==> src/rtl/core/ctl_pkg.sv <==
// shared types and constants for the connection timeout list
// no dependencies
`timescale 1ns / 1ps
`default_nettype none

package ctl_pkg;

    localparam int ConnIdW  = 6;
    localparam int SlotsW   = 16;
    localparam int SlotSecW = 12;
    localparam int TimeW    = 32;
    localparam int ProdW    = SlotsW + SlotSecW;

    localparam logic [SlotSecW-1:0] SlotSecReset = 12'd5;

    // most expired ids removed by one scan
    localparam int MaxResults = 64;

    localparam logic [1:0] OP_ADD     = 2'd0;
    localparam logic [1:0] OP_REFRESH = 2'd1;
    localparam logic [1:0] OP_SCAN    = 2'd2;

    // write enables of the link store arrays
    typedef struct packed {
        logic vld;
        logic exp;
        logic prv;
        logic nxt;
    } ctl_wen_t;

endpackage

`default_nettype wire

==> src/rtl/core/ctl_expiry_unit.sv <==
// expiry time unit: registered slots times slot length, then saturating add of now
// depends on ctl_pkg
`timescale 1ns / 1ps
`default_nettype none

module ctl_expiry_unit (
    input  wire logic                         clk,
    input  wire logic [ctl_pkg::SlotsW-1:0]   slots,
    input  wire logic [ctl_pkg::SlotSecW-1:0] slot_seconds,
    input  wire logic [ctl_pkg::TimeW-1:0]    now,
    output logic      [ctl_pkg::TimeW-1:0]    expiry
);
    import ctl_pkg::*;

    logic [ProdW-1:0] product_reg;
    logic [TimeW:0]   sum;

    always_ff @(posedge clk)
    begin
        product_reg <= slots * slot_seconds;
    end

    assign sum    = {1'b0, now} + (TimeW + 1)'(product_reg);
    assign expiry = sum[TimeW] ? {TimeW{1'b1}} : sum[TimeW-1:0];

endmodule

`default_nettype wire

==> src/rtl/core/ctl_link_store.sv <==
// per-id node store: valid flag, expiry time, prev and next links
// one read address shared by all arrays with registered read data, one write port per array; depends on ctl_pkg
`timescale 1ns / 1ps
`default_nettype none

module ctl_link_store #(
    parameter  int ID_COUNT = 64,
    localparam int IdW      = $clog2(ID_COUNT)
) (
    input  wire logic                      clk,
    input  wire logic [IdW-1:0]            rd_addr,
    output logic                           rd_valid,
    output logic [ctl_pkg::TimeW-1:0]      rd_expire,
    output logic [IdW-1:0]                 rd_prev,
    output logic [IdW-1:0]                 rd_next,
    input  wire ctl_pkg::ctl_wen_t         wen,
    input  wire logic [IdW-1:0]            vld_addr,
    input  wire logic                      vld_data,
    input  wire logic [IdW-1:0]            exp_addr,
    input  wire logic [ctl_pkg::TimeW-1:0] exp_data,
    input  wire logic [IdW-1:0]            prv_addr,
    input  wire logic [IdW-1:0]            prv_data,
    input  wire logic [IdW-1:0]            nxt_addr,
    input  wire logic [IdW-1:0]            nxt_data
);
    import ctl_pkg::*;

    logic             vld_mem [ID_COUNT];
    logic [TimeW-1:0] exp_mem [ID_COUNT];
    logic [IdW-1:0]   prv_mem [ID_COUNT];
    logic [IdW-1:0]   nxt_mem [ID_COUNT];

    always_ff @(posedge clk)
    begin
        if (wen.vld)
        begin
            vld_mem[vld_addr] <= vld_data;
        end
        rd_valid <= vld_mem[rd_addr];
    end

    always_ff @(posedge clk)
    begin
        if (wen.exp)
        begin
            exp_mem[exp_addr] <= exp_data;
        end
        rd_expire <= exp_mem[rd_addr];
    end

    always_ff @(posedge clk)
    begin
        if (wen.prv)
        begin
            prv_mem[prv_addr] <= prv_data;
        end
        rd_prev <= prv_mem[rd_addr];
    end

    always_ff @(posedge clk)
    begin
        if (wen.nxt)
        begin
            nxt_mem[nxt_addr] <= nxt_data;
        end
        rd_next <= nxt_mem[rd_addr];
    end

endmodule

`default_nettype wire

==> src/rtl/core/connection_timeout_list.sv <==
// connection timeout list: one timer per id in a doubly linked list ordered by arming
// add or refresh: S_LOOK reads the id and unlinks it if armed, S_APPEND puts it at the tail, S_RESP loads
// the output register; op 3 and an out-of-range id go straight to S_RESP, an unarmed refresh from S_LOOK.
// scan: expired ids leave from the head, at most MaxResults, each output one step later; a stalled output
// holds it. no item is accepted outside S_IDLE. reset: list empties, slot length 5; then a clearing pass
// over all ID_COUNT valid flags runs with s_tready low. depends on ctl_pkg, ctl_expiry_unit, ctl_link_store
`timescale 1ns / 1ps
`default_nettype none

module connection_timeout_list #(
    parameter int ID_COUNT = 64
) (
    input  wire logic        clk,
    input  wire logic        rst_n,
    input  wire logic        s_tvalid,
    output logic             s_tready,
    input  wire logic [55:0] s_tdata,     // op[1:0], conn_id[7:2], slots[23:8], now[55:24]
    output logic             m_tvalid,
    input  wire logic        m_tready,
    output logic [7:0]       m_tdata,     // accepted[0], expired_id[6:1], id_valid[7]
    output logic             m_tlast,
    input  wire logic        cfg_wr_en,
    input  wire logic [11:0] cfg_wr_data
);
    import ctl_pkg::*;

    localparam int IdW  = $clog2(ID_COUNT);
    localparam int CntW = $clog2(ID_COUNT + 1);
    localparam int RmW  = $clog2(MaxResults + 1);

    localparam logic [2:0] S_CLEAR  = 3'd0;
    localparam logic [2:0] S_IDLE   = 3'd1;
    localparam logic [2:0] S_LOOK   = 3'd2;
    localparam logic [2:0] S_APPEND = 3'd3;
    localparam logic [2:0] S_RESP   = 3'd4;
    localparam logic [2:0] S_SCAN   = 3'd5;

    logic [1:0]          in_op;
    logic [ConnIdW-1:0]  in_id;
    logic [SlotsW-1:0]   in_slots;
    logic [TimeW-1:0]    in_now;

    logic [2:0]          state_reg, state_next;
    logic [IdW-1:0]      clr_reg, clr_next;
    logic [SlotSecW-1:0] slot_sec_reg;
    logic [1:0]          op_reg, op_next;
    logic [IdW-1:0]      id_reg, id_next;
    logic [SlotsW-1:0]   slots_reg, slots_next;
    logic [TimeW-1:0]    now_reg, now_next;
    logic                acc_reg, acc_next;
    logic [IdW-1:0]      pend_reg, pend_next;
    logic                pend_v_reg, pend_v_next;
    logic [RmW-1:0]      rm_cnt_reg, rm_cnt_next;
    logic [IdW-1:0]      head_reg, head_next;
    logic [IdW-1:0]      tail_reg, tail_next;
    logic [CntW-1:0]     count_reg, count_next;

    logic                out_valid_reg, out_valid_next;
    logic                out_acc_reg, out_acc_next;
    logic [ConnIdW-1:0]  out_id_reg, out_id_next;
    logic                out_idv_reg, out_idv_next;
    logic                out_last_reg, out_last_next;
    logic                out_free;
    logic                accept;
    logic                hit;

    logic [IdW-1:0]      rd_addr;
    logic                rd_valid;
    logic [TimeW-1:0]    rd_expire;
    logic [IdW-1:0]      rd_prev;
    logic [IdW-1:0]      rd_next;
    ctl_wen_t            wen;
    logic [IdW-1:0]      vld_addr;
    logic                vld_data;
    logic [IdW-1:0]      exp_addr;
    logic [IdW-1:0]      prv_addr;
    logic [IdW-1:0]      prv_data;
    logic [IdW-1:0]      nxt_addr;
    logic [IdW-1:0]      nxt_data;
    logic [TimeW-1:0]    expiry;

    assign in_op    = s_tdata[1:0];
    assign in_id    = s_tdata[7:2];
    assign in_slots = s_tdata[23:8];
    assign in_now   = s_tdata[55:24];

    assign s_tready = (state_reg == S_IDLE);
    assign accept   = s_tvalid && s_tready;
    assign out_free = !out_valid_reg || m_tready;

    assign m_tvalid = out_valid_reg;
    assign m_tdata  = {out_idv_reg, out_id_reg, out_acc_reg};
    assign m_tlast  = out_last_reg;

    ctl_expiry_unit u_expiry (
        .clk          (clk),
        .slots        (slots_reg),
        .slot_seconds (slot_sec_reg),
        .now          (now_reg),
        .expiry       (expiry)
    );

    ctl_link_store #(
        .ID_COUNT (ID_COUNT)
    ) u_store (
        .clk       (clk),
        .rd_addr   (rd_addr),
        .rd_valid  (rd_valid),
        .rd_expire (rd_expire),
        .rd_prev   (rd_prev),
        .rd_next   (rd_next),
        .wen       (wen),
        .vld_addr  (vld_addr),
        .vld_data  (vld_data),
        .exp_addr  (exp_addr),
        .exp_data  (expiry),
        .prv_addr  (prv_addr),
        .prv_data  (prv_data),
        .nxt_addr  (nxt_addr),
        .nxt_data  (nxt_data)
    );

    // head expired and still under the per-scan cap
    assign hit = (count_reg != '0) && (rm_cnt_reg != RmW'(MaxResults)) && (rd_expire < now_reg);

    always_comb
    begin
        state_next     = state_reg;
        clr_next       = clr_reg;
        op_next        = op_reg;
        id_next        = id_reg;
        slots_next     = slots_reg;
        now_next       = now_reg;
        acc_next       = acc_reg;
        pend_next      = pend_reg;
        pend_v_next    = pend_v_reg;
        rm_cnt_next    = rm_cnt_reg;
        head_next      = head_reg;
        tail_next      = tail_reg;
        count_next     = count_reg;
        out_valid_next = out_valid_reg && !m_tready;
        out_acc_next   = out_acc_reg;
        out_id_next    = out_id_reg;
        out_idv_next   = out_idv_reg;
        out_last_next  = out_last_reg;
        wen            = '0;
        vld_addr       = id_reg;
        vld_data       = 1'b0;
        exp_addr       = id_reg;
        prv_addr       = id_reg;
        prv_data       = tail_reg;
        nxt_addr       = tail_reg;
        nxt_data       = id_reg;
        rd_addr        = head_reg;

        case (state_reg)
            S_CLEAR:
            begin
                wen.vld  = 1'b1;
                vld_addr = clr_reg;
                clr_next = clr_reg + IdW'(1);
                if (clr_reg == IdW'(ID_COUNT - 1))
                begin
                    state_next = S_IDLE;
                end
            end

            S_IDLE:
            begin
                rd_addr = (in_op == OP_SCAN) ? head_reg : IdW'(in_id);
                if (accept)
                begin
                    op_next     = in_op;
                    id_next     = IdW'(in_id);
                    slots_next  = in_slots;
                    now_next    = in_now;
                    acc_next    = 1'b0;
                    pend_v_next = 1'b0;
                    rm_cnt_next = '0;
                    case (in_op)
                        OP_ADD, OP_REFRESH:
                        begin
                            if (32'(in_id) < ID_COUNT)
                            begin
                                state_next = S_LOOK;
                            end
                            else
                            begin
                                state_next = S_RESP;
                            end
                        end
                        OP_SCAN:
                        begin
                            state_next = S_SCAN;
                        end
                        default:
                        begin
                            state_next = S_RESP;
                        end
                    endcase
                end
            end

            S_LOOK:
            begin
                if (op_reg == OP_REFRESH && !rd_valid)
                begin
                    state_next = S_RESP;
                end
                else
                begin
                    // unlink an armed id before it moves to the tail
                    if (rd_valid)
                    begin
                        if (id_reg == head_reg)
                        begin
                            head_next = rd_next;
                        end
                        else
                        begin
                            wen.nxt  = 1'b1;
                            nxt_addr = rd_prev;
                            nxt_data = rd_next;
                        end
                        if (id_reg == tail_reg)
                        begin
                            tail_next = rd_prev;
                        end
                        else
                        begin
                            wen.prv  = 1'b1;
                            prv_addr = rd_next;
                            prv_data = rd_prev;
                        end
                        count_next = count_reg - CntW'(1);
                    end
                    state_next = S_APPEND;
                end
            end

            S_APPEND:
            begin
                if (count_reg == '0)
                begin
                    head_next = id_reg;
                end
                else
                begin
                    wen.nxt = 1'b1;
                    wen.prv = 1'b1;
                end
                wen.vld    = 1'b1;
                vld_data   = 1'b1;
                wen.exp    = 1'b1;
                tail_next  = id_reg;
                count_next = count_reg + CntW'(1);
                acc_next   = 1'b1;
                state_next = S_RESP;
            end

            S_RESP:
            begin
                if (out_free)
                begin
                    out_valid_next = 1'b1;
                    out_acc_next   = acc_reg;
                    out_id_next    = '0;
                    out_idv_next   = 1'b0;
                    out_last_next  = 1'b1;
                    state_next     = S_IDLE;
                end
            end

            S_SCAN:
            begin
                // the removed id waits one step so its last flag is known
                if (out_free)
                begin
                    if (hit)
                    begin
                        head_next = rd_next;
                        if (head_reg == tail_reg)
                        begin
                            tail_next = rd_prev;
                        end
                        else
                        begin
                            wen.prv  = 1'b1;
                            prv_addr = rd_next;
                            prv_data = rd_prev;
                        end
                        wen.vld     = 1'b1;
                        vld_addr    = head_reg;
                        vld_data    = 1'b0;
                        count_next  = count_reg - CntW'(1);
                        rm_cnt_next = rm_cnt_reg + RmW'(1);
                        pend_next   = head_reg;
                        pend_v_next = 1'b1;
                        if (pend_v_reg)
                        begin
                            out_valid_next = 1'b1;
                            out_acc_next   = 1'b0;
                            out_id_next    = ConnIdW'(pend_reg);
                            out_idv_next   = 1'b1;
                            out_last_next  = 1'b0;
                        end
                    end
                    else
                    begin
                        out_valid_next = 1'b1;
                        out_acc_next   = 1'b0;
                        out_id_next    = pend_v_reg ? ConnIdW'(pend_reg) : '0;
                        out_idv_next   = pend_v_reg;
                        out_last_next  = 1'b1;
                        state_next     = S_IDLE;
                    end
                end
                // read ahead at whatever the head becomes
                rd_addr = head_next;
            end

            default:
            begin
                state_next = S_IDLE;
            end
        endcase
    end

    always_ff @(posedge clk or negedge rst_n)
    begin
        if (!rst_n)
        begin
            state_reg     <= S_CLEAR;
            clr_reg       <= '0;
            slot_sec_reg  <= SlotSecReset;
            pend_v_reg    <= 1'b0;
            rm_cnt_reg    <= '0;
            head_reg      <= '0;
            tail_reg      <= '0;
            count_reg     <= '0;
            out_valid_reg <= 1'b0;
        end
        else
        begin
            state_reg     <= state_next;
            clr_reg       <= clr_next;
            pend_v_reg    <= pend_v_next;
            rm_cnt_reg    <= rm_cnt_next;
            head_reg      <= head_next;
            tail_reg      <= tail_next;
            count_reg     <= count_next;
            out_valid_reg <= out_valid_next;
            if (cfg_wr_en)
            begin
                slot_sec_reg <= cfg_wr_data;
            end
        end
    end

    always_ff @(posedge clk)
    begin
        op_reg       <= op_next;
        id_reg       <= id_next;
        slots_reg    <= slots_next;
        now_reg      <= now_next;
        acc_reg      <= acc_next;
        pend_reg     <= pend_next;
        out_acc_reg  <= out_acc_next;
        out_id_reg   <= out_id_next;
        out_idv_reg  <= out_idv_next;
        out_last_reg <= out_last_next;
    end

endmodule

`default_nettype wire
==> config.mk <==
export PLATFORM = sky130hd
export DESIGN_NAME = connection_timeout_list
export DESIGN_NICKNAME = d
export VERILOG_FILES = /design/src/rtl/core/ctl_pkg.sv /design/src/rtl/core/ctl_expiry_unit.sv /design/src/rtl/core/ctl_link_store.sv /design/src/rtl/core/connection_timeout_list.sv
export SDC_FILE = /design/constraint.sdc
export NUM_CORES = 2
export LEC_CHECK = 0
export BUFFER_PORTS_ARGS = -buffer_cell sky130_fd_sc_hd__buf_2
export CAP_MARGIN = 20
export CORE_ASPECT_RATIO = 1.75
export CORE_MARGIN = 3
export CORE_UTILIZATION = 42
export DETAILED_ROUTE_END_ITERATION = 10
export PLACE_DENSITY_LB_ADDON = 0.2
export REMOVE_ABC_BUFFERS = 1
export SETUP_SLACK_MARGIN = 0.3
export SLEW_MARGIN = 25
export SYNTH_ARGS = -nofsm -noshare
export SYNTH_HDL_FRONTEND = slang
export SYNTH_SLANG_ARGS = --single-unit
==> constraint.sdc <==
create_clock -name clk -period 5.9 [get_ports clk]
set_input_delay 1.18 -clock clk [delete_from_list [all_inputs] [get_ports clk]]
set_output_delay 1.18 -clock clk [all_outputs]
set_load 0.05 [all_outputs]
Word level (Yosys, flattened, before mapping):

Memories as Yosys holds them, arrays and structs flattened. A register that Yosys moved wholly into a read port is not among the register bits.
Index checks and enable logic that the tools add are counted.

* multiply operators: 1
* muxes and demuxes: 111
* reductions and logical operators: 28
* order comparisons: 1
* equal/unequal tests: 26
* $add $sub $neg: 5

Operator list (number)
* 6-bit 2-to-1 mux: 40
* 6-bit one-hot mux with 2 select lines: 5
* 7-bit 2-to-1 mux: 7
* 6-bit one-hot mux with 3 select lines: 2
* 1-bit 2-to-1 mux: 34
* 32-bit by 28-bit adder with 33-bit output: 1
* 32-bit < comparator: 1
* 32-bit 2-to-1 mux: 1
* 16-bit by 12-bit multiplier with 28-bit output: 1
* 7-bit one-hot mux with 3 select lines: 1
* 2-bit inequality test (second input constant): 10
* 6-bit == test: 3
* 3-bit 2-to-1 mux: 6
* 3-bit one-hot mux with 6 select lines: 1
* 1-bit one-hot mux with 2 select lines: 8
* 5-bit AND reduction: 3
* 7-bit by 1-bit adder with 7-bit output (second input constant): 2
* 7-bit one-hot mux with 2 select lines: 1
* 4-bit AND reduction: 2
* 7-bit zero test: 1
* 7-bit inequality test (second input constant): 1
* 7-bit AND reduction: 1
* 7-bit nonzero test: 1
* 7-bit by 1-bit subtractor with 7-bit output (second input constant): 1
* other kinds (22): 38

* register bits after elaboration: 149
* memory bits (writable): 2880
* word-level logic and storage cells: 196
* output and inout port bits: 11
* memories kept: 4

Memory list
* u_store.exp_mem: depth 64, bits a word 32, rd ports 1, clocked after Yosys merged registers in 1, wr ports 1, line ctl_link_store.sv:29 `logic [TimeW-1:0] exp_mem [ID_COUNT];`
* u_store.nxt_mem: depth 64, bits a word 6, rd ports 1, clocked after Yosys merged registers in 1, wr ports 1, line ctl_link_store.sv:31 `logic [IdW-1:0] nxt_mem [ID_COUNT];`
* u_store.prv_mem: depth 64, bits a word 6, rd ports 1, clocked after Yosys merged registers in 1, wr ports 1, line ctl_link_store.sv:30 `logic [IdW-1:0] prv_mem [ID_COUNT];`
* u_store.vld_mem: depth 64, bits a word 1, rd ports 1, clocked after Yosys merged registers in 1, wr ports 1, line ctl_link_store.sv:28 `logic vld_mem [ID_COUNT];`

Logic depth before layout (Yosys ltp):

* depth in word-level cells: 8
* depth in mapped cells: 24
* depth with buffers taken out: 23

Hierarchy:

From an unflattened synthesis, not the netlist that was laid out.

* cells, all modules: 6537
* area total of the unflattened synthesis: 126062.2 µm²

By module, submodules not included
* ctl_link_store: sequential area each 87383.8 µm², area each 111187.9 µm², cells each 4963, instances 1
* ctl_expiry_unit: sequential area each 560.5 µm², area each 8409.3 µm², cells each 1012, instances 1
* connection_timeout_list: sequential area each 3390.8 µm², area each 6465.0 µm², cells each 562, instances 1

Least setup slack after synthesis:

OpenSTA, ideal clock, no wires.

* path type: flip-flop to flip-flop
* start: register now_reg[6]
* end: memory u_store.exp_mem[0][27], data pin
* arrival time: 5185 ps
* stages on the path, launching flop included: 12
* path buffers: 0
* library setup time: 702 ps
* setup slack: 13 ps
* cells stage by stage: edfxtp_1 -> ha_1 -> or4_1 -> a21oi_1 -> o21ai_0 -> o211ai_1 -> a311oi_1 -> o21ai_0 -> a21boi_0 -> a211o_1 -> and2_1 -> o21ai_0

* cells in the longest elaborated chain, start to end: 2

Ends and longest elaborated chain
* start, declared: line connection_timeout_list.sv:49 `logic [TimeW-1:0] now_reg, now_next;`
* start signal, assigned: line connection_timeout_list.sv:365 `now_reg <= now_next;`
* 32-bit by 28-bit adder with 33-bit output: line ctl_expiry_unit.sv:23 `assign sum = {1'b0, now} + (TimeW + 1)'(product_reg);`
* 32-bit 2-to-1 mux: line ctl_expiry_unit.sv:24 `assign expiry = sum[TimeW] ? {TimeW{1'b1}} : sum[TimeW-1:0];`
* net expiry[27]: line connection_timeout_list.sv:80 `logic [TimeW-1:0] expiry;`
* end, declared: line ctl_link_store.sv:29

The timed path passes the listed nets, and every way through them passes these cells.

Worst setup path in the final report:

* start: register slots_reg[4]
* end: register u_expiry.product_reg[27]

* cells in the longest elaborated chain, start to end: 1

Ends and longest elaborated chain
* start, declared: line connection_timeout_list.sv:48 `logic [SlotsW-1:0] slots_reg, slots_next;`
* start signal, assigned: line connection_timeout_list.sv:364 `slots_reg <= slots_next;`
* 16-bit by 12-bit multiplier with 28-bit output: line ctl_expiry_unit.sv:20 `product_reg <= slots * slot_seconds;`
* end signal, assigned: line ctl_expiry_unit.sv:20
* end, declared: line ctl_expiry_unit.sv:15 `logic [ProdW-1:0] product_reg;`

No other way between the ends.
A chain may end at the register's enable or synchronous reset.

==> flow_metrics.py <==
metrics = {
    "route": {
        "met2_length_mm": 193.4,
        "drtPass1Iterations": 5,
        "top_layer": "met5",
        "ant_nets": 0,
        "num_vias": 68010,
        "drc": 0,
        "wire_per_inst_um": 29.28,
        "via_per_inst": 5.682,
        "drt_iter0_markers": 5292,
        "wl_mm": 350.4,
        "wl_met1_mm": 125.5,
        "met3_length_mm": 15.14,
    },
    "synthesis": {
        "synth_common_cells": "2952 x edfxtp_1, 727 x mux2i_1, 362 x o22ai_1, 360 x mux4_2, 328 x nor2_1",
        "synth.top_cells.by_area": "edfxtp_1 70%, mux4_2 6.4%, mux2i_1 5.8%",
        "synth_edf_count": 2952,
        "synth_flop_cell": "edfxtp_1",
        "synth_cell_types": 85,
        "syn_avg_cell_area_um2": 17.59,
        "ys_seq_area_frac": 0.7234,
        "netlist_area_um2": 126300,
        "ys_warn_count": 0,
        "synth_seq_cells": 3074,
        "synth_most_common_cell": "edfxtp_1",
        "synthCells": 7178,
        "synthArstFlopShare": 0.01594,
        "synth_top_area_share": 0.7021,
        "synth_area_leader_cell": "edfxtp_1",
    },
    "flow_run": {
        "cap_violations": 0,
    },
    "clock_network": {
        "cts-root-buf": "clkbuf_16",
        "clk_path_buf_depth": 4,
        "cts_htree_levels": 5,
        "clock_sinks": 3074,
        "holdBufCountCts": 0,
        "clk_latency_ps": 870,
        "cts_buffers": 279,
        "cts_tree": "yes",
        "clkSlewWorstSetupHoldPaths_ps": 70,
    },
    "floorplanning": {
        "core-area_um2": 298400,
        "die-area_um2": 307500,
        "start_util": 0.4231,
        "die_h_um": 731.3,
        "die_w_um": 420.5,
        "boundaryPins": 84,
        "rows": 265,
    },
    "timing": {
        "finalHoldViolCount": 0,
        "finalCritPeriodShare": 0.9555,
        "fin_worst_skew_ps": 49.96,
        "worst_pin_slew_ps": 1145,
        "setup_viol": 0,
        "fin_crit_ps": 5637,
        "maxSlewHeadroom": 0.2345,
        "rsz0062_at_grt": "yes",
        "clock.fmax_mhz": 177.4,
        "final_max_slew_viol_count": 0,
    },
    "grt": {
        "antenna_found_initial": 24,
        "grt_max_degree": 74,
        "grt_pass1_vias": 71560,
        "grt.overflow.total": 0,
        "grt_usage": 0.2264,
        "grt_pass1_wl_mm": 505.5,
    },
    "worst_setup_path": {
        "path_buf_inv": 5,
        "critical_path.slowest_cell": "fa_2",
        "arrival_ps": 6410,
        "start_kind": "register",
        "critPathKind": "register to register",
        "crit_fanout": 6,
        "crit_family": "adder cells",
        "cp_slowest_stage_delay_ps": 550,
        "crit_path_cell_trace": "buf_6, nand2_4, fa_1, fa_2, inv_2, ha_4, fa_1, inv_2, fa_1, inv_2, ha_4, o21a_1, o2111a_1, o41ai_2, buf_4, and4_4, o31ai_4, or4_4, o311ai_4, o211ai_1, a31o_2, a21oi_2, xnor2_1",
        "cp-end-kind": "register",
        "cp.required_ps": 6670,
    },
    "hold_path": {
        "hp-class": "input pin to asynchronous set/reset pin",
    },
    "place": {
        "gp_congestion": 0.8647,
        "hpwl_mm": 239.6,
        "port_buffers": 83,
    },
    "layout": {
        "nets": 8218,
        "final_util": 0.4911,
        "reg_top3": "u_store.exp_mem (2048), u_store.nxt_mem (384), u_store.prv_mem (384)",
        "drive_gt1_frac": 0.2219,
        "n_fill_cell": 24720,
        "regMostFlops": "u_store.exp_mem",
        "largest_reg_flops": 2048,
        "area_growth_pct": 16.07,
    },
    "status": {
        "status": "complete, no violations",
    },
}
## per-stage QoR
stage | instances | area [um^2] | setup TNS [ps] | hold WS (ps) | setup slack (ps)
floorplan | 6786 | 124400 | -4952150 | 450.8 | -109940
global placement | 11430 | 136700 | -240.9 | 477.4 | -117.6
detailed placement | 11440 | 137000 | -160.6 | 487.8 | -73.68
CTS | 11940 | 146200 | 0 | 441.7 | 199.0
global route | 11960 | 146500 | 0 | 458.1 | 106.2
finish | 11970 | 146500 | 0 | 490.0 | 262.6
## kinds of logic (layout without fill, tap and decap cells)
kind of cell / Yosys count / in the layout / share of synthesized area
other cells: 0 / 13 / 0
xor+xnor: 71 / 71 / 0.004925
simple gates: 1066 / 1066 / 0.04060
mux: 1115 / 1115 / 0.1244
buf+inv: 623 / 1529 / 0.02159
fa+ha+maj: 275 / 275 / 0.03570
compound gates: 954 / 954 / 0.04939
flops: 3074 / 3074 / 0.7234
## metal layers
| layer | global-route usage | vias up |
|---|---|---|
| li1 | - | 29730 |
| met1 | 0.2527 | 35750 |
| met2 | 0.4310 | 1893 |
| met3 | 0.02812 | 627 |
| met4 | 0.09325 | 8 |
| met5 | 0 | - |
## what timing repair did
action,in CTS,in global routing
setup buffers,10,11
gates resized for setup,47,44
pin swaps,35,39
setup endpoints to repair,35,19
## cells in the final DEF (no fill, tap or decap), types with 32 or more instances in the layout
master / synthesis / layout
edfxtp_1: 2952 / 2952
nand2_1: 301 / 275
mux4_2: 360 / 360
a21oi_1: 53 / 47
mux2i_1: 727 / 726
clkinv_1: 0 / 48
xor2_1: 32 / 32
and2_1: 92 / 89
o21ai_1: 73 / 74
xnor2_1: 39 / 38
clkinv_2: 0 / 45
buf_4: 24 / 603
buf_12: 0 / 95
dfxtp_1: 73 / 73
a22oi_1: 59 / 57
buf_2: 166 / 83
nand4_1: 104 / 104
nor2_1: 328 / 264
clkbuf_16: 0 / 291
inv_1: 229 / 219
or4_1: 52 / 49
nor2_4: 0 / 64
ha_1: 133 / 119
a22o_1: 96 / 96
nand3_1: 66 / 66
o21ai_0: 167 / 157
dfrtp_1: 47 / 41
o22ai_1: 362 / 362
clkbuf_1: 172 / 53
fa_1: 142 / 137
## final cells by class
| class | instances | area (um^2) | share of cell area |
|---|---|---|---|
| Sequential cell | 3074 | 91340 | 0.6233 |
| Multi-Input combinational cell | 3481 | 33330 | 0.2275 |
| Clock buffer | 354 | 7619 | 0.05199 |
| Timing Repair Buffer | 803 | 7206 | 0.04917 |
| Tap cell | 3871 | 4843 | 0.03305 |
| Clock inverter | 141 | 1299 | 0.008863 |
| Inverter | 231 | 867.1 | 0.005917 |
| Antenna cell | 13 | 32.53 | 0.0002220 |
## worst paths after layout
kind | start | endpoint | slack (ps) | depth (start not counted)
max | slots_reg[4]$_DFFE_PP_ | u_expiry.product_reg[27]$_DFF_P_ | 260 | 23
min | rst_n | slot_sec_reg[10]$_DFFE_PN0P_ | 490 | 2
max reg2reg | slots_reg[4]$_DFFE_PP_ | u_expiry.product_reg[27]$_DFF_P_ | 260 | 23
min reg2reg | pend_v_reg$_DFFE_PN0P_ | pend_v_reg$_DFFE_PN0P_ | 510 | 2
max in group asynchronous | rst_n | slot_sec_reg[5]$_DFFE_PN0P_ | 4810 | 2
min in group clk | s_tdata[55] | now_reg[31]$_DFFE_PP_ | 500 | 1
Power is not shown: default switching activity piles up to over one toggle a cycle in this logic, so the estimate is an artifact.
